### src/rtl/abs_pkg.sv
`default_nettype none
// ----------------------------------------------------------------------------
// abs_pkg
// Shared types, constants and register codes of the adaptive background
// subtraction block.
// ----------------------------------------------------------------------------
package abs_pkg;

  localparam int unsigned IDX_W   = 18;
  localparam int unsigned CH_W    = 8;
  localparam int unsigned MASK_W  = 17;
  localparam int unsigned MEAN_W  = 18;
  localparam int unsigned THR_W   = 9;
  localparam int unsigned CFG_W   = 17;
  localparam int unsigned MAIN_W  = 3 * MEAN_W + MASK_W;
  localparam int unsigned HIST_W  = 3 * CH_W;

  localparam int unsigned FRAME_PIXELS_DEF   = 262144;
  localparam int unsigned HISTORY_FRAMES_DEF = 10;

  localparam logic [MASK_W-1:0] MASK_ONE   = 17'd65536;
  localparam logic [THR_W-1:0]  THR_RESET  = 9'd225;
  localparam logic [MASK_W-1:0] RAISE_RESET = 17'd3277;
  localparam logic [MASK_W-1:0] DROP_RESET  = 17'd13107;
  localparam int                MEAN_MIN   = -32768;
  localparam int                MEAN_MAX   = 131071;
  localparam int                OFFSET_Q8  = 127 * 256;

  typedef enum logic [1:0] {
    CFG_THRESHOLD = 2'd0,
    CFG_LEARN     = 2'd1,
    CFG_RAISE     = 2'd2,
    CFG_DROP      = 2'd3
  } cfg_idx_e;

  typedef struct packed {
    logic [THR_W-1:0]  threshold;
    logic              learn;
    logic [MASK_W-1:0] raise_step;
    logic [MASK_W-1:0] drop_step;
  } cfg_t;

endpackage
`default_nettype wire

### src/rtl/abs_pix_if.sv
`default_nettype none
// ----------------------------------------------------------------------------
// abs_pix_if
// Input pixel channel: one beat carries one YUV pixel and its index.
// ----------------------------------------------------------------------------
interface abs_pix_if;
  logic        valid;
  logic        ready;
  logic [17:0] pixel_index;
  logic [7:0]  luma;
  logic [7:0]  chroma_blue;
  logic [7:0]  chroma_red;
  logic        frame_end;

  modport source (output valid, pixel_index, luma, chroma_blue, chroma_red, frame_end,
                  input ready);
  modport sink (input valid, pixel_index, luma, chroma_blue, chroma_red, frame_end,
                output ready);
endinterface
`default_nettype wire

### src/rtl/abs_index.sv
`default_nettype none
// ----------------------------------------------------------------------------
// abs_index
// Input stage: registers the pixel beat, folds the index into the frame and
// forms the history address from the current ring slot.
// ----------------------------------------------------------------------------
module abs_index
  import abs_pkg::*;
#(
  parameter int unsigned FRAME_PIXELS   = FRAME_PIXELS_DEF,
  parameter int unsigned HISTORY_FRAMES = HISTORY_FRAMES_DEF,
  localparam int unsigned PW  = $clog2(FRAME_PIXELS),
  localparam int unsigned HAW = $clog2(FRAME_PIXELS * HISTORY_FRAMES)
) (
  input  wire logic                  clk_i,
  input  wire logic                  rst_ni,
  abs_pix_if.sink                    pix_in,
  output logic                       req_valid_o,
  input  wire logic                  req_ready_i,
  output logic [PW-1:0]              req_pix_o,
  output logic [HAW-1:0]             req_haddr_o,
  output logic [HIST_W-1:0]          req_sample_o
);

  localparam int unsigned SP  = 20;
  localparam int unsigned RP  = (1 << SP) / FRAME_PIXELS;
  localparam int unsigned MW  = IDX_W + 24;
  localparam int unsigned SW  = (HISTORY_FRAMES > 1) ? $clog2(HISTORY_FRAMES) : 1;

  logic              va_q;
  logic [IDX_W-1:0]  idx_q;
  logic [IDX_W-1:0]  quo_q;
  logic [HIST_W-1:0] smp_q;
  logic              fe_q;
  logic [SW-1:0]     slot_q;
  logic [HAW-1:0]    hbase_q;

  logic [IDX_W+SP:0] quo_prod;
  logic [MW-1:0]     rem_raw;
  logic [MW-1:0]     rem;
  logic              fire;

  assign quo_prod = (IDX_W+SP+1)'(pix_in.pixel_index) * (IDX_W+SP+1)'(RP);
  assign rem_raw  = MW'(idx_q) - MW'(quo_q) * MW'(FRAME_PIXELS);
  assign rem      = (rem_raw >= MW'(FRAME_PIXELS)) ? rem_raw - MW'(FRAME_PIXELS) : rem_raw;

  assign fire         = va_q && req_ready_i;
  assign pix_in.ready = !va_q || req_ready_i;
  assign req_valid_o  = va_q;
  assign req_pix_o    = rem[PW-1:0];
  assign req_haddr_o  = hbase_q + HAW'(rem[PW-1:0]);
  assign req_sample_o = smp_q;

  always_ff @(posedge clk_i or negedge rst_ni) begin
    if (!rst_ni) begin
      va_q    <= 1'b0;
      slot_q  <= '0;
      hbase_q <= '0;
    end else begin
      if (pix_in.ready) begin
        va_q <= pix_in.valid;
      end
      if (fire && fe_q) begin
        if (slot_q == SW'(HISTORY_FRAMES - 1)) begin
          slot_q  <= '0;
          hbase_q <= '0;
        end else begin
          slot_q  <= slot_q + SW'(1);
          hbase_q <= hbase_q + HAW'(FRAME_PIXELS);
        end
      end
    end
  end

  always_ff @(posedge clk_i) begin
    if (pix_in.ready && pix_in.valid) begin
      idx_q <= pix_in.pixel_index;
      quo_q <= quo_prod[SP+IDX_W-1:SP];
      smp_q <= {pix_in.chroma_red, pix_in.chroma_blue, pix_in.luma};
      fe_q  <= pix_in.frame_end;
    end
  end

endmodule
`default_nettype wire

### src/flat_wrapper.sv
// flat-port wrapper written by rule: the top's interface ports become plain ports
module abs_index_flat import abs_pkg::*;
#(
  parameter int unsigned FRAME_PIXELS   = FRAME_PIXELS_DEF,
  parameter int unsigned HISTORY_FRAMES = HISTORY_FRAMES_DEF,
  localparam int unsigned PW  = $clog2(FRAME_PIXELS),
  localparam int unsigned HAW = $clog2(FRAME_PIXELS * HISTORY_FRAMES)
)
  (clk_i, rst_ni, req_valid_o, req_ready_i, req_pix_o, req_haddr_o, req_sample_o, pix_in_valid, pix_in_pixel_index, pix_in_luma, pix_in_chroma_blue, pix_in_chroma_red, pix_in_frame_end, pix_in_ready);
  abs_pix_if pix_in_i ();
  input  wire logic clk_i;
  input  wire logic rst_ni;
  output logic req_valid_o;
  input  wire logic req_ready_i;
  output logic [PW-1:0] req_pix_o;
  output logic [HAW-1:0] req_haddr_o;
  output logic [HIST_W-1:0] req_sample_o;
  input wire logic [$bits(pix_in_i.valid)-1:0] pix_in_valid;
  input wire logic [$bits(pix_in_i.pixel_index)-1:0] pix_in_pixel_index;
  input wire logic [$bits(pix_in_i.luma)-1:0] pix_in_luma;
  input wire logic [$bits(pix_in_i.chroma_blue)-1:0] pix_in_chroma_blue;
  input wire logic [$bits(pix_in_i.chroma_red)-1:0] pix_in_chroma_red;
  input wire logic [$bits(pix_in_i.frame_end)-1:0] pix_in_frame_end;
  output wire logic [$bits(pix_in_i.ready)-1:0] pix_in_ready;
  assign pix_in_i.valid = pix_in_valid;
  assign pix_in_i.pixel_index = pix_in_pixel_index;
  assign pix_in_i.luma = pix_in_luma;
  assign pix_in_i.chroma_blue = pix_in_chroma_blue;
  assign pix_in_i.chroma_red = pix_in_chroma_red;
  assign pix_in_i.frame_end = pix_in_frame_end;
  assign pix_in_ready = pix_in_i.ready;
  abs_index #(.FRAME_PIXELS(FRAME_PIXELS), .HISTORY_FRAMES(HISTORY_FRAMES)) u_core (.clk_i(clk_i), .rst_ni(rst_ni), .pix_in(pix_in_i), .req_valid_o(req_valid_o), .req_ready_i(req_ready_i), .req_pix_o(req_pix_o), .req_haddr_o(req_haddr_o), .req_sample_o(req_sample_o));
endmodule
### config.mk
export PLATFORM = sky130hd
export DESIGN_NAME = abs_index_flat
export DESIGN_NICKNAME = d
export VERILOG_FILES = /design/src/rtl/abs_pkg.sv /design/src/rtl/abs_pix_if.sv /design/src/rtl/abs_index.sv /design/src/flat_wrapper.sv
export SDC_FILE = /design/constraint.sdc
export NUM_CORES = 1
export LEC_CHECK = 0
export ABC_CLOCK_PERIOD_IN_PS = 2500
export BUFFER_PORTS_ARGS = -buffer_cell sky130_fd_sc_hd__buf_2
export CAP_MARGIN = 20
export CORE_MARGIN = 10
export CORE_UTILIZATION = 38
export DETAILED_ROUTE_END_ITERATION = 12
export PLACE_DENSITY = 0.83
export SYNTH_ARGS = -nofsm -noshare
export SYNTH_HDL_FRONTEND = slang
export SYNTH_SLANG_ARGS = --single-unit
### constraint.sdc
create_clock -name clk_i -period 2.5 [get_ports clk_i]
set_input_delay 0.375 -clock clk_i [delete_from_list [all_inputs] [get_ports clk_i]]
set_output_delay 0.375 -clock clk_i [all_outputs]
set_load 0.02 [all_outputs]
# [After elaboration in Yosys (flattened, before gate mapping)]
# Index checks and enable logic that the tools add are counted.
[op_classes] order_cmp=1 n_addsub=4 n_reduce_logical=5 muxes=3 eq_ne=1
[ops] op="$add A22 B18 Y22" count=1
[ops] op="$add A22 B19 Y22 const B" count=1
[ops] op="$mux W22" count=1
[ops] op="$ge A18 B19 Y1 const B" count=1
[ops] op="$mux W18" count=1
[ops] op="$sub A18 B1 Y18 const B" count=1
[ops] op="$add A4 B1 Y4 const B" count=1
[ops] op="$eq A4 B4 Y1 const B" count=1
[ops] op="$mux W4" count=1
[ops] op="$logic_and A1 B1 Y1" count=3
[ops] op="$logic_not A1 Y1" count=1
[ops] op="$logic_or A1 B1 Y1" count=1
[word_totals] word_cells=20 input_bits=47 reg_bits=70 out_inout_bits=66

# [Longest topological paths before layout]
# Gate-level depths: netlist (run 1).
[depth] ltp_word=3 ltp_mapped=5 ltp_nobuf=5

# [Least setup slack after synthesis (run 1)]
# OpenSTA, ideal clock, no wires.
[synth_timing] path_type="reg2reg" from="register u_core.va_q, in the netlist u_core.req_valid_o" to="register u_core.fe_q, enable pin" t_required_ns=2.095 t_arrival_ns=1.806 synth_period_minus_slack_ns=2.211 path_stages_with_launch=3 slack_ns=0.289 cell_sequence="dfrtp_1 > nand2b_1 > and2_1"
[synth_between] elab_chain_cells=3
[synth_lines] element="from (decl)" line="abs_index.sv:30" source="logic va_q;"
[synth_lines] element="from (signal assigned)" line="abs_index.sv:61" source="va_q <= pix_in.valid;"
[synth_lines] element="$logic_not A1 Y1" line="abs_index.sv:48" source="assign pix_in.ready = !va_q || req_ready_i;"
[synth_lines] element="$logic_or A1 B1 Y1" line="abs_index.sv:48"
[synth_lines] element="via pix_in_ready" line="flat_wrapper.sv:24" source="output wire logic [$bits(pix_in_i.ready)-1:0] pix_in_ready;"
[synth_lines] element="$logic_and A1 B1 Y1" line="abs_index.sv:76" source="if (pix_in.ready && pix_in.valid) begin"
[synth_lines] element="to (signal assigned)" line="abs_index.sv:80" source="fe_q <= pix_in.frame_end;"
[synth_lines] element="to (decl)" line="abs_index.sv:34" source="logic fe_q;"
# The timed path passes the listed nets, and every way through them passes these cells.
# A chain may end at the register's enable or synchronous reset.

# [Final worst setup path (run 1)]
[layout_timing] from="register u_core.va_q, in the netlist u_core.req_valid_o" to="register u_core.idx_q[5], enable pin"
[layout_between] elab_chain_cells=3
[layout_lines] element="$logic_not A1 Y1" line="abs_index.sv:48"
[layout_lines] element="$logic_or A1 B1 Y1" line="abs_index.sv:48"
[layout_lines] element="$logic_and A1 B1 Y1" line="abs_index.sv:76"
[layout_lines] element="to (signal assigned)" line="abs_index.sv:77" source="idx_q <= pix_in.pixel_index;"
[layout_lines] element="to (decl)" line="abs_index.sv:31" source="logic [IDX_W-1:0] idx_q;"
# No other way between the ends.

==> results of run 1 <==
==> registers in the layout (all words and copies together), names as in the netlist <==
| signal | cells |
|---|---|
| u_core.req_sample_o | 24 |
| u_core.req_valid_o | 1 |
| u_core.fe_q | 1 |
| u_core.slot_q | 4 |
| u_core.hbase_q | 4 |
| u_core.idx_q | 18 |
==> cells in the final DEF, fill, tap and decap left out <==
master / synthesis / final
sky130_fd_sc_hd__buf_2: 0 / 112
sky130_fd_sc_hd__edfxtp_1: 43 / 43
sky130_fd_sc_hd__dfrtp_1: 9 / 9
sky130_fd_sc_hd__xor2_1: 7 / 7
sky130_fd_sc_hd__xnor2_1: 5 / 5
sky130_fd_sc_hd__nor2_1: 5 / 5
sky130_fd_sc_hd__o21ai_0: 5 / 5
sky130_fd_sc_hd__clkbuf_8: 0 / 5
sky130_fd_sc_hd__nand2_1: 4 / 4
sky130_fd_sc_hd__nand3_1: 4 / 4
sky130_fd_sc_hd__nand4_1: 3 / 3
sky130_fd_sc_hd__nor3_1: 3 / 3
sky130_fd_sc_hd__and3_1: 2 / 2
sky130_fd_sc_hd__nand2b_1: 2 / 2
sky130_fd_sc_hd__a21oi_1: 2 / 2
sky130_fd_sc_hd__inv_1: 2 / 2
sky130_fd_sc_hd__ha_1: 2 / 2
sky130_fd_sc_hd__buf_4: 1 / 2
sky130_fd_sc_hd__and4_1: 1 / 1
sky130_fd_sc_hd__nand3_4: 1 / 1
sky130_fd_sc_hd__nor4_4: 1 / 1
sky130_fd_sc_hd__and2_2: 0 / 1
sky130_fd_sc_hd__and4bb_2: 1 / 1
sky130_fd_sc_hd__a22o_1: 1 / 1
sky130_fd_sc_hd__mux2_2: 1 / 1
sky130_fd_sc_hd__nor3b_1: 1 / 1
sky130_fd_sc_hd__a21o_1: 1 / 1
sky130_fd_sc_hd__conb_1: 1 / 1
sky130_fd_sc_hd__bufinv_16: 0 / 1
sky130_fd_sc_hd__inv_8: 0 / 1
sky130_fd_sc_hd__inv_6: 0 / 1
sky130_fd_sc_hd__dlygate4sd3_1: 0 / 1
==> Yosys cell counts <==
master                     count
sky130_fd_sc_hd__nand2_1       4
sky130_fd_sc_hd__ha_1          2
sky130_fd_sc_hd__a21o_1        1
sky130_fd_sc_hd__nand2b_1      2
sky130_fd_sc_hd__clkbuf_1     10
sky130_fd_sc_hd__edfxtp_1     43
sky130_fd_sc_hd__and4bb_2      1
sky130_fd_sc_hd__and3_1        2
sky130_fd_sc_hd__mux2_2        1
sky130_fd_sc_hd__xor2_1        7
sky130_fd_sc_hd__a21oi_1       2
sky130_fd_sc_hd__nor3b_1       1
sky130_fd_sc_hd__o21ai_0       5
sky130_fd_sc_hd__xnor2_1       5
sky130_fd_sc_hd__a22o_1        1
sky130_fd_sc_hd__nand3_1       4
sky130_fd_sc_hd__nor4_4        1
sky130_fd_sc_hd__conb_1        1
sky130_fd_sc_hd__nor3_1        3
sky130_fd_sc_hd__nand4_1       3
sky130_fd_sc_hd__and4_1        1
sky130_fd_sc_hd__and2_1        1
sky130_fd_sc_hd__inv_1         2
sky130_fd_sc_hd__dfrtp_1       9
sky130_fd_sc_hd__nor2_1        5
sky130_fd_sc_hd__buf_4         1
sky130_fd_sc_hd__nand3_4       1
==> power groups by stage <==
stage | sequential (mW) | clock [mW] | combinational, mW
floorplan | 1.18 | 0 | 0.204
global placement | 1.14 | 0 | 0.382
detailed placement | 1.15 | 0 | 0.392
CTS | 1.13 | 0.600 | 0.394
global route | 1.14 | 0.633 | 0.426
finish | 1.13 | 0.581 | 0.386
==> worst register-to-register path, stage by stage, from the launching register on <==
cell and delay (ps):
sky130_fd_sc_hd__dfrtp_1 410, sky130_fd_sc_hd__nand2b_1 110, sky130_fd_sc_hd__and2_2 520, sky130_fd_sc_hd__buf_4 300
==> metal layers <==
metal	up-vias	share of wire, %	wire length (um)
li1	648	-	-
met1	626	35	1756
met2	91	47	2364
met3	4	17	875
met4	0	1.2	61
met5	-	0	0
==> path summary, 6_finish.rpt <==
| path | to | slack, ps | cells past startpoint |
|---|---|---|---|
| max | u_core.idx_q[5] | 870 | 3 |
| min | u_core.req_sample_o[18] | 250 | 1 |
| max reg2reg | u_core.idx_q[5] | 870 | 3 |
| min reg2reg | u_core.slot_q[0] | 510 | 1 |
| max in group asynchronous | u_core.slot_q[1] | 1880 | 2 |
| min in group asynchronous | u_core.slot_q[0] | 440 | 2 |
==> cell families (layout without fill, tap and decap cells) <==
group | after synthesis | count (layout)
flip-flops | 52 | 52
other | 1 | 1
multiplexers | 1 | 1
adder cells (fa/ha/maj) | 2 | 2
AO/OA/AOI/OAI | 9 | 9
XOR/XNOR | 12 | 12
buffers and inverters | 13 | 125
AND/OR/NAND/NOR | 29 | 29
==> final cells by class <==
cell class                      count  share of cell area (%)
Tap cell                           70                   3.244
Clock inverter                      3                   1.854
Sequential cell                    52                   56.16
Clock buffer                        5                   2.549
Inverter                            2                  0.2780
Timing Repair Buffer              115                   21.69
Multi-Input combinational cell     54                   14.23
==> repair_timing <==
| action | in CTS | in global routing |
|---|---|---|
| hold buffers | 1 | 0 |
| buffers inserted | 0 | 0 |
| hold endpoints to repair | 9 | 0 |
==> per-stage QoR <==
stage,util [%],instances
floorplan,-,119
global placement,50.99,292
detailed placement,50.99,292
CTS,53.55,301
global route,53.55,301
finish,53.55,301
==> metrics.json, run 1 <==
{
  "yosys": {
    "multiplexer_share_of_the_synthesized_area_pct": 0.5769,
    "seq_area_frac_synth_pct": 77.69,
    "syn_nets": 168,
    "synth_adder_area_share_pct": 1.282,
    "yosys.cell_types.count": 27,
    "synth_cells": 119,
    "synth_top_cell_area_share_pct": 66.15,
    "synthesis.yosys.warnings": 0,
    "dominant_combinational_cell_family_by_area_after_synthesis": "simple AND/OR/NAND/NOR gates",
    "synthDominantAreaCellType": "sky130_fd_sc_hd__edfxtp_1",
    "synth-xor-area-share_pct": 5.385,
    "synth_simple_gate_area_share_pct": 9.551,
    "synth-compound-area-share_pct": 2.628,
    "postSynthAreaPerCell_sq_um": 16.40,
    "synth_top_cells_by_area": "sky130_fd_sc_hd__edfxtp_1 66%, sky130_fd_sc_hd__dfrtp_1 12%, sky130_fd_sc_hd__xor2_1 3.1%, sky130_fd_sc_hd__xnor2_1 2.2%, sky130_fd_sc_hd__clkbuf_1 1.9%",
    "post_synthesis_sequential_element_count": 52,
    "post_synthesis_cell_area_sq_um": 1952
  },
  "worst_hold_path": {
    "hold_start": "pix_in_chroma_red[2]",
    "timing.hold.worst.class": "input port to flip-flop"
  },
  "global_routing": {
    "fraction_of_met1_tracks_used_by_global_routing_pct": 11.12,
    "global_route.usage.met3_pct": 9.454,
    "global_route.overflow_total": 0,
    "antenna_found_initial": 0,
    "grt_util_met2_pct": 18.96,
    "global_route.usage.total_pct": 11.91,
    "grt_pass1_vias": 1545,
    "grt_first_pass_wirelength_mm": 7.776,
    "grt.busiest_layer": "met2",
    "grt_max_degree": 28
  },
  "floorplanning": {
    "start_util_pct": 38.71,
    "coreArea_sq_um": 5042,
    "dieArea_sq_um": 8403,
    "die-height_um": 91.67,
    "fp-row-count": 26,
    "fp.dieW_um": 91.67,
    "design.portCount": 113
  },
  "power_and_ir_drop": {
    "power-per-cell-area_nw_per_um2": 775.0,
    "netSwitchingFraction_pct": 27.82,
    "power.share.clock_pct": 27.8,
    "design_power_total_mw": 2.093,
    "power_frac_seq_pct": 53.8,
    "irDropWorstVdd_mv": 0.5087,
    "power.combinational.fraction_pct": 18.4,
    "cellLeakagePower_nw": 1.198,
    "internal_power_mw": 1.510,
    "power.switching_mw": 0.5821
  },
  "layout": {
    "layout.cell_area.non_filler_sq_um": 2700,
    "antenna-diode-count": 0,
    "nNetsFinal": 279,
    "share_of_post_route_cells_with_drive_strength_above_1_pct": 54.98,
    "syn2layout_area_growth_pct": 38.33,
    "fill_cells": 408,
    "sequential_cell_area_sq_um": 1516,
    "multiInputGateArea_sq_um": 384.1
  },
  "worst_setup_path": {
    "slowest_stage": "sky130_fd_sc_hd__and2_2",
    "slowest_delay_ps": 520,
    "regToRegStartpoint": "u_core.req_valid_o",
    "worstSetupStartpoint": "u_core.req_valid_o",
    "path_cells": "nand2b_1 -> and2_2 -> buf_4",
    "critPathArrivalTime_ps": 1640,
    "required_time_at_the_worst_slack_endpoint_ps": 2510,
    "crit_buf_inv": 1,
    "crit_fanout": 27,
    "cp-end-kind": "flip-flop",
    "critical-path-top-delay-family": "simple AND/OR/NAND/NOR gates",
    "path_class": "flip-flop to flip-flop",
    "worst_setup_path_start_kind": "flip-flop"
  },
  "clock_network": {
    "max-clock-path-buffers": 2,
    "numCtsBuffers": 5,
    "numClockSinks": 52,
    "clock-root-buffer": "sky130_fd_sc_hd__clkbuf_8",
    "clkSlewWorstSetupHoldPaths_ps": 90,
    "cts-resized-gates": 0,
    "clk-insertion-delay-late_ps": 290,
    "clock_tree_from_tritoncts": "built",
    "ctsHtreeMaxLevel": 2
  },
  "run": {
    "timing.max_cap.violations": 0
  },
  "place": {
    "post-dp-hpwl_mm": 4.274,
    "dpl-instance-area_sq_um": 2571,
    "detailedPlace.worstSlack_ps": 750.9,
    "io_buffers": 112,
    "finalWeightedCongestion": 0.7513
  },
  "sta": {
    "timing.setup.tns_ps": 0,
    "unrepaired_setup_endpoints_after_global_routing": "no",
    "layout_min_cycle_time_ps": 1632,
    "hold_viol_final": 0,
    "timing_worst_slew_pin_value_ps": 567.8,
    "worst_slew_margin_rel_pct": 62.15,
    "maxSlewViolCount": 0,
    "finalSetupViolCount": 0,
    "worst_hold_slack_ps": 246.4,
    "fmaxAchievable_mhz": 612.9,
    "setup_slack_ps": 868.4,
    "fin_skew_ps": 3.375,
    "min_period_over_period_pct": 65.26
  },
  "drt": {
    "remaining_drc_errors": 0,
    "drt-total-wl_mm": 5.058,
    "residual_antenna_violating_net_count_after_detailed_routing": 0,
    "detailroute.via_count": 1369,
    "drtIter0Drc": 28,
    "wl_per_cell_um": 16.80,
    "drt_first_pass_iters": 4,
    "vias_per_cell": 4.548
  },
  "run_status": {
    "run_status": "completed"
  }
}
(Power assumes the default switching activity.)
==> run 2, diff against run 1 <==
- ABC_CLOCK_PERIOD_IN_PS: 2500 -> 1500
- PLACE_DENSITY: 0.83 -> 0.86
- clock period: 2.5 -> 1.5 ns (I/O delays scaled with it)
==> run 2 against run 1 <==
Compared with the run above: routed wire length down 0.22%; utilization up 0.45 points; sequential share of layout area down 0.46 points; critical path type is now flip-flop to primary output; critical endpoint is now req_haddr_o[1]; largest power group unchanged.
==> metrics.json, run 2 (same netlist as run 1, synthesis figures left out) <==
{
  "run_status": {
    "run_status": "completed"
  },
  "layout": {
    "syn2layout_area_growth_pct": 39.49,
    "share_of_post_route_cells_with_drive_strength_above_1": {"value": 54.98, "unit": "%", "change": "unchanged"},
    "nNetsFinal": {"value": 279, "change": "unchanged"},
    "layout_common_cells": "112 x sky130_fd_sc_hd__buf_2, 43 x sky130_fd_sc_hd__edfxtp_1, 9 x sky130_fd_sc_hd__dfrtp_1",
    "antenna-diode-count": {"value": 0, "change": "unchanged"},
    "largest_register_ff_count": {"value": 24, "change": "unchanged"},
    "final_common_cell": "sky130_fd_sc_hd__buf_2"
  },
  "drt": {
    "vias_per_cell": {"value": 4.482, "change": "-1.5%"},
    "drt_first_pass_iters": {"value": 4, "change": "unchanged"},
    "residual_antenna_violating_net_count_after_detailed_routing": {"value": 0, "change": "unchanged"},
    "drt-total-wl": {"value": 5.047, "unit": "mm", "change": "-0.22%"},
    "drtIter0Drc": {"value": 45, "change": "+61%"},
    "detailroute.via_count": {"value": 1349, "change": "-1.5%"},
    "remaining_drc_errors": {"value": 0, "change": "unchanged"},
    "wl_per_cell": {"value": 16.77, "unit": "um", "change": "-0.22%"}
  },
  "global_routing": {
    "global_route.overflow_total": {"value": 0, "change": "unchanged"},
    "grt_max_degree": {"value": 17, "change": "-39%"},
    "grt_first_pass_wirelength": {"value": 7.734, "unit": "mm", "change": "-0.54%"},
    "antenna_found_initial": {"value": 0, "change": "unchanged"},
    "grt_pass1_vias": {"value": 1548, "change": "+0.19%"},
    "global_route.usage.total": {"value": 11.76, "unit": "%", "change": "-0.15 points"}
  },
  "run": {
    "timing.max_cap.violations": {"value": 0, "change": "unchanged"}
  },
  "clock_network": {
    "numCtsBuffers": {"value": 5, "change": "unchanged"},
    "post_cts_buffers": {"value": 0, "change": "unchanged"},
    "cts_hold_repair.buffers": {"value": 1, "change": "unchanged"},
    "clk-insertion-delay-late": {"value": 290, "unit": "ps", "change": "about the same"},
    "max-clock-path-buffers": {"value": 2, "change": "unchanged"},
    "clock_tree_from_tritoncts": "built",
    "cts-resized-gates": {"value": 0, "change": "unchanged"},
    "numClockSinks": {"value": 52, "change": "unchanged"},
    "clock-root-buffer": "sky130_fd_sc_hd__clkbuf_8",
    "ctsHtreeMaxLevel": {"value": 2, "change": "unchanged"},
    "clkSlewWorstSetupHoldPaths": {"value": 90, "unit": "ps", "change": "about the same"}
  },
  "worst_setup_path": {
    "worst_setup_path_start_kind": "flip-flop",
    "path_cells": "ha_1 -> buf_2",
    "cp-end-kind": "primary output",
    "slowest_stage": "sky130_fd_sc_hd__edfxtp_1",
    "critical-path-top-delay-family": "flip-flops",
    "crit_fanout": {"value": 2, "change": "-93%"},
    "path_class": "flip-flop to primary output",
    "r2r.worst_path.cells": {"value": 3, "change": "unchanged"},
    "reg2reg_slack": {"value": 200, "unit": "ps", "change": "-670 ps"},
    "critPathArrivalTime": {"value": 1160, "unit": "ps", "change": "-480 ps"},
    "r2r_end": "u_core.req_sample_o[10]",
    "regToRegStartpoint": "u_core.req_valid_o",
    "worstSetupStartpoint": "u_core.idx_q[1]",
    "crit_buf_inv": {"value": 1, "change": "unchanged"},
    "required_time_at_the_worst_slack_endpoint": {"value": 1270, "unit": "ps", "change": "-1240 ps"},
    "cp.depth": {"value": 2, "change": "-1"},
    "slowest_delay": {"value": 400, "unit": "ps", "change": "-120 ps"},
    "cp-endpoint": "req_haddr_o[1]"
  },
  "sta": {
    "fin_skew": {"value": 9.937, "unit": "ps", "change": "+6.562 ps"},
    "setup_slack": {"value": 116.7, "unit": "ps", "change": "-751.7 ps"},
    "fmaxAchievable_mhz": 722.9,
    "timing.setup.tns": {"value": 0, "unit": "ps", "change": "unchanged"},
    "unrepaired_setup_endpoints_after_global_routing": "no",
    "hold_viol_final": {"value": 0, "change": "unchanged"},
    "min_period_over_period_pct": 92.22,
    "finalSetupViolCount": {"value": 0, "change": "unchanged"},
    "maxSlewViolCount": {"value": 0, "change": "unchanged"},
    "layout_min_cycle_time_ps": 1383
  },
  "floorplanning": {
    "fp.dieW": {"value": 91.67, "unit": "um", "change": "unchanged"},
    "die-height": {"value": 91.67, "unit": "um", "change": "unchanged"},
    "coreArea": {"value": 5042, "unit": "sq um", "change": "unchanged"},
    "start_util": {"value": 38.71, "unit": "%", "change": "unchanged"},
    "fp-row-count": {"value": 26, "change": "unchanged"},
    "dieArea": {"value": 8403, "unit": "sq um", "change": "unchanged"},
    "design.portCount": {"value": 113, "change": "unchanged"}
  },
  "worst_hold_path": {
    "worstHoldPathCells": {"value": 1, "change": "unchanged"},
    "timing.hold.worst.class": "input port to flip-flop"
  },
  "place": {
    "finalWeightedCongestion": {"value": 0.7002, "change": "-6.8%"},
    "post-dp-hpwl": {"value": 4.258, "unit": "mm", "change": "-0.37%"},
    "detailedPlace.worstSlack": {"value": 200.0, "unit": "ps", "change": "-550.9 ps"},
    "io_buffers": {"value": 112, "change": "unchanged"}
  },
  "power_and_ir_drop": {
    "power-per-cell-area": {"value": 1274, "unit": "nW/um^2", "change": "+64%"},
    "cellLeakagePower": {"value": 1.208, "unit": "nW", "change": "+0.81%"},
    "irDropWorstVdd": {"value": 0.7322, "unit": "mV", "change": "+44%"}
  }
}
==> run 2: metal layers <==
metal	track usage, %	share of wire, %	vias to the layer above
met1	9.448	31	622
li1	-	-	647
met5	0	0	-
met4	4.047	1.6	0
met2	21.33	52	72
met3	8.802	15	8
==> run 2: through the flow <==
step | cell area, sq um | utilization [%] | cells | hold slack (ps) | power (mW)
CTS | 2723 | 54.00 | 301 | 87.72 | 3.510
detailed placement | 2605 | 51.66 | 292 | 91.18 | 2.592
global route | 2723 | 54.00 | 301 | 75.70 | 3.631
global placement | 2605 | 51.66 | 292 | 85.46 | 2.547
finish | 2723 | 54.00 | 301 | 98.79 | 3.467
floorplan | 1962 | - | 119 | -70.59 | 2.306
==> run 2: final cells by class <==
class / instances / area (sq um)
repair buffers: 115 / 610.6
flip-flops and latches: 52 / 1516
inverters: 2 / 7.507
multi-input cells: 54 / 392.9
clock inverters: 2 / 35.03
well taps: 70 / 87.58
fillers: 433 / 2320
clock buffers: 6 / 72.57
==> run 2: worst min-delay path by stage <==
stage | start | endpoint | slack, ps
2_1_floorplan | rst_ni | u_core.hbase_q[18] | -70
3_3_place_gp | rst_ni | u_core.hbase_q[21] | 90
3_5_place_dp | rst_ni | u_core.slot_q[3] | 90
4_1_cts | pix_in_pixel_index[9] | u_core.idx_q[9] | 90
5_1_grt | pix_in_pixel_index[0] | u_core.idx_q[0] | 80
6_report | pix_in_pixel_index[11] | u_core.idx_q[11] | 100
==> run 2: power breakdown <==
group / switching, mW / leakage (nW) / internal (mW)
clock network: 0.423 / 0.0552 / 0.495
registers: 0.140 / 0.514 / 1.74
logic: 0.393 / 0.639 / 0.277
==> run 3, diff against run 2 <==
- ABC_CLOCK_PERIOD_IN_PS: 1500 -> 1600
- CORE_ASPECT_RATIO: default -> 1.1
- PLACE_DENSITY: 0.86 -> 0.83
- clock period: 1.5 -> 1.6 ns (I/O delays scaled with it)
==> run 3 against run 2 <==
Compared with the run above: sequential power fell by 7%; via count fell by 2.7%; design area fell by 2.2%; largest cell class unchanged; combinational power fell by 8.5%; count of clock-buffer cells in the layout fell by 1; utilization fell by 0.72 points; highest routed layer unchanged; global-route usage rose by 0.45 points; critical path depth did not move; critical path type unchanged; register-to-register slack improved by 140 ps; sequential share of layout area rose by 1.2 points.
==> metrics.json, run 3 (same netlist as run 1, synthesis figures left out) <==
{
  "floorplanning": {
    "fp.dieW": {"value": 88.34, "unit": "um", "change": "-3.6%"},
    "die-height": {"value": 95.17, "unit": "um", "change": "+3.8%"},
    "dieArea": {"value": 8406, "unit": "sq um", "change": "about the same"},
    "design.portCount": {"value": 113, "change": "unchanged"},
    "fp-row-count": {"value": 27, "change": "+3.8%"},
    "coreArea": {"value": 5000, "unit": "sq um", "change": "-0.84%"},
    "start_util": {"value": 39.04, "unit": "%", "change": "+0.33 points"}
  },
  "sta": {
    "layout_min_cycle_time_ps": 1393,
    "finalSetupViolCount": {"value": 0, "change": "unchanged"},
    "fin_skew": {"value": 4.879, "unit": "ps", "change": "-5.058 ps"},
    "setup_slack": {"value": 206.6, "unit": "ps", "change": "+89.92 ps"},
    "unrepaired_setup_endpoints_after_global_routing": "no",
    "hold_viol_final": {"value": 0, "change": "unchanged"},
    "min_period_over_period_pct": 87.09,
    "maxSlewViolCount": {"value": 0, "change": "unchanged"},
    "timing.setup.tns": {"value": 0, "unit": "ps", "change": "unchanged"},
    "fmaxAchievable_mhz": 717.7
  },
  "drt": {
    "drt_first_pass_iters": {"value": 4, "change": "unchanged"},
    "drtIter0Drc": {"value": 67, "change": "+49%"},
    "vias_per_cell": {"value": 4.556, "change": "+1.6%"},
    "drt-total-wl": {"value": 5.057, "unit": "mm", "change": "+0.20%"},
    "residual_antenna_violating_net_count_after_detailed_routing": {"value": 0, "change": "unchanged"},
    "wl_per_cell": {"value": 17.56, "unit": "um", "change": "+4.7%"},
    "remaining_drc_errors": {"value": 0, "change": "unchanged"},
    "detailroute.via_count": {"value": 1312, "change": "-2.7%"}
  },
  "power_and_ir_drop": {
    "irDropWorstVdd": {"value": 0.7969, "unit": "mV", "change": "+8.8%"},
    "power.combinational.fraction": {"value": 19.8, "unit": "%", "change": "+0.5 points"},
    "power-per-cell-area": {"value": 1166, "unit": "nW/um^2", "change": "-8.5%"},
    "power_frac_seq": {"value": 56.4, "unit": "%", "change": "+2.2 points"},
    "power.switching": {"value": 0.9099, "unit": "mW", "change": "-4.7%"},
    "power.share.clock": {"value": 23.8, "unit": "%", "change": "-2.7 points"},
    "cellLeakagePower": {"value": 1.187, "unit": "nW", "change": "-1.8%"},
    "netSwitchingFraction": {"value": 29.30, "unit": "%", "change": "+1.8 points"},
    "internal_power": {"value": 2.196, "unit": "mW", "change": "-13%"}
  },
  "run_status": {
    "run_status": "completed"
  },
  "clock_network": {
    "clk-insertion-delay-late": {"value": 300, "unit": "ps", "change": "about the same"},
    "clkSlewWorstSetupHoldPaths": {"value": 100, "unit": "ps", "change": "about the same"},
    "ctsHtreeMaxLevel": {"value": 2, "change": "unchanged"},
    "clock_tree_from_tritoncts": "built",
    "numClockSinks": {"value": 52, "change": "unchanged"},
    "post_cts_buffers": {"value": 0, "change": "unchanged"},
    "clock-root-buffer": "sky130_fd_sc_hd__clkbuf_8",
    "numCtsBuffers": {"value": 5, "change": "unchanged"},
    "max-clock-path-buffers": {"value": 2, "change": "unchanged"}
  },
  "global_routing": {
    "global_route.usage.total": {"value": 12.20, "unit": "%", "change": "+0.45 points"},
    "global_route.overflow_total": {"value": 0, "change": "unchanged"},
    "grt_first_pass_wirelength": {"value": 7.631, "unit": "mm", "change": "-1.3%"},
    "antenna_found_initial": {"value": 0, "change": "unchanged"},
    "grt_max_degree": {"value": 44, "change": "+27"},
    "grt_pass1_vias": {"value": 1392, "change": "-10%"}
  },
  "worst_setup_path": {
    "required_time_at_the_worst_slack_endpoint": {"value": 1360, "unit": "ps", "change": "+90 ps"},
    "worst_setup_path_start_kind": "flip-flop",
    "path_class": "flip-flop to primary output",
    "cp-end-kind": "primary output",
    "critPathArrivalTime": {"value": 1150, "unit": "ps", "change": "about the same"},
    "slowest_delay": {"value": 410, "unit": "ps", "change": "about the same"},
    "slowest_stage": "sky130_fd_sc_hd__edfxtp_1",
    "worstSetupStartpoint": "u_core.idx_q[1]",
    "crit_buf_inv": {"value": 1, "change": "unchanged"},
    "regToRegStartpoint": "u_core.req_valid_o",
    "crit_fanout": {"value": 2, "change": "unchanged"},
    "path_cells": "ha_1 -> buf_2",
    "critical-path-top-delay-family": "flip-flops"
  },
  "place": {
    "io_buffers": {"value": 112, "change": "unchanged"},
    "detailedPlace.worstSlack": {"value": 346.7, "unit": "ps", "change": "+146.6 ps"},
    "finalWeightedCongestion": {"value": 0.7373, "change": "+5.3%"}
  },
  "layout": {
    "share_of_post_route_cells_with_drive_strength_above_1": {"value": 54.78, "unit": "%", "change": "-0.20 points"},
    "layout_common_cells": "112 x sky130_fd_sc_hd__buf_2, 43 x sky130_fd_sc_hd__edfxtp_1, 9 x sky130_fd_sc_hd__dfrtp_1",
    "syn2layout_area_growth_pct": 36.47,
    "largest_register_ff_count": {"value": 24, "change": "unchanged"},
    "nNetsFinal": {"value": 278, "change": "-0.36%"},
    "final_common_cell": "sky130_fd_sc_hd__buf_2",
    "antenna-diode-count": {"value": 0, "change": "unchanged"}
  },
  "run": {
    "timing.max_cap.violations": {"value": 0, "change": "unchanged"}
  },
  "worst_hold_path": {
    "timing.hold.worst.class": "input port to flip-flop",
    "hold_start": "pix_in_pixel_index[9]"
  }
}
==> run 3: changes by cell type in the layout (fill, tap and decap cells not counted) <==
cell	before	now
sky130_fd_sc_hd__buf_12	2	1
sky130_fd_sc_hd__bufinv_16	1	0
sky130_fd_sc_hd__clkbuf_1	1	0
sky130_fd_sc_hd__clkinv_4	0	1
sky130_fd_sc_hd__inv_6	0	1
sky130_fd_sc_hd__nand2b_1	1	2
sky130_fd_sc_hd__nand2b_4	1	0
==> run 3: per-stage QoR <==
step                      hold WS [ps]  instance area, sq um  total power [mW]  cells  util (%)
after global routing             83.99                  2664             3.288    288     53.28
final                            106.0                  2664             3.106    288     53.28
after CTS                        91.96                  2664             3.154    288     53.28
after floorplan                 -55.59                  1954             2.159    119         -
after detailed placement         101.0                  2562             2.406    279     51.25
after global placement           98.95                  2562             2.378    279     51.25
==> run 3: routing by layer <==
metal | track usage, % | wire [um]
met1 | 11.69 | 1754
met2 | 23.36 | 2905
met4 | 4.987 | 74
met5 | 0 | 0
met3 | 3.840 | 324
==> run 3: final timing paths <==
kind                       slack [ps]  cells past startpoint            endpoint
max                               210                      2      req_haddr_o[1]
min                               110                      1     u_core.idx_q[9]
max reg2reg                       340                      3    u_core.idx_q[17]
min reg2reg                       500                      1    u_core.slot_q[0]
max in group asynchronous        1110                      2  u_core.req_valid_o
min in group asynchronous         310                      2  u_core.hbase_q[20]
==> run 3: timing repair <==
| item | in CTS | in global routing |
|---|---|---|
| hold buffers | 1 | 0 |
| gates resized for setup | 0 | 0 |
| setup endpoints to repair | 0 | 0 |
| endpoints found under the hold margin | 9 | 0 |
==> run 3: power by group through the flow <==
stage | Sequential (mW) | Clock (mW) | Combinational, mW
floorplan | 1.84 | 0 | 0.321
global placement | 1.77 | 0 | 0.604
detailed placement | 1.78 | 0 | 0.623
CTS | 1.75 | 0.776 | 0.625
global route | 1.78 | 0.835 | 0.674
finish | 1.75 | 0.740 | 0.613
==> run 3: layout make-up <==
type / instances / area (sq um)
multi-input combinational: 54 / 385.4
fill: 439 / 2336
sequential: 52 / 1516
clock inverter: 3 / 22.52
tap: 58 / 72.57
inverter: 2 / 7.507
timing repair buffer: 114 / 590.6
clock buffer: 5 / 68.82
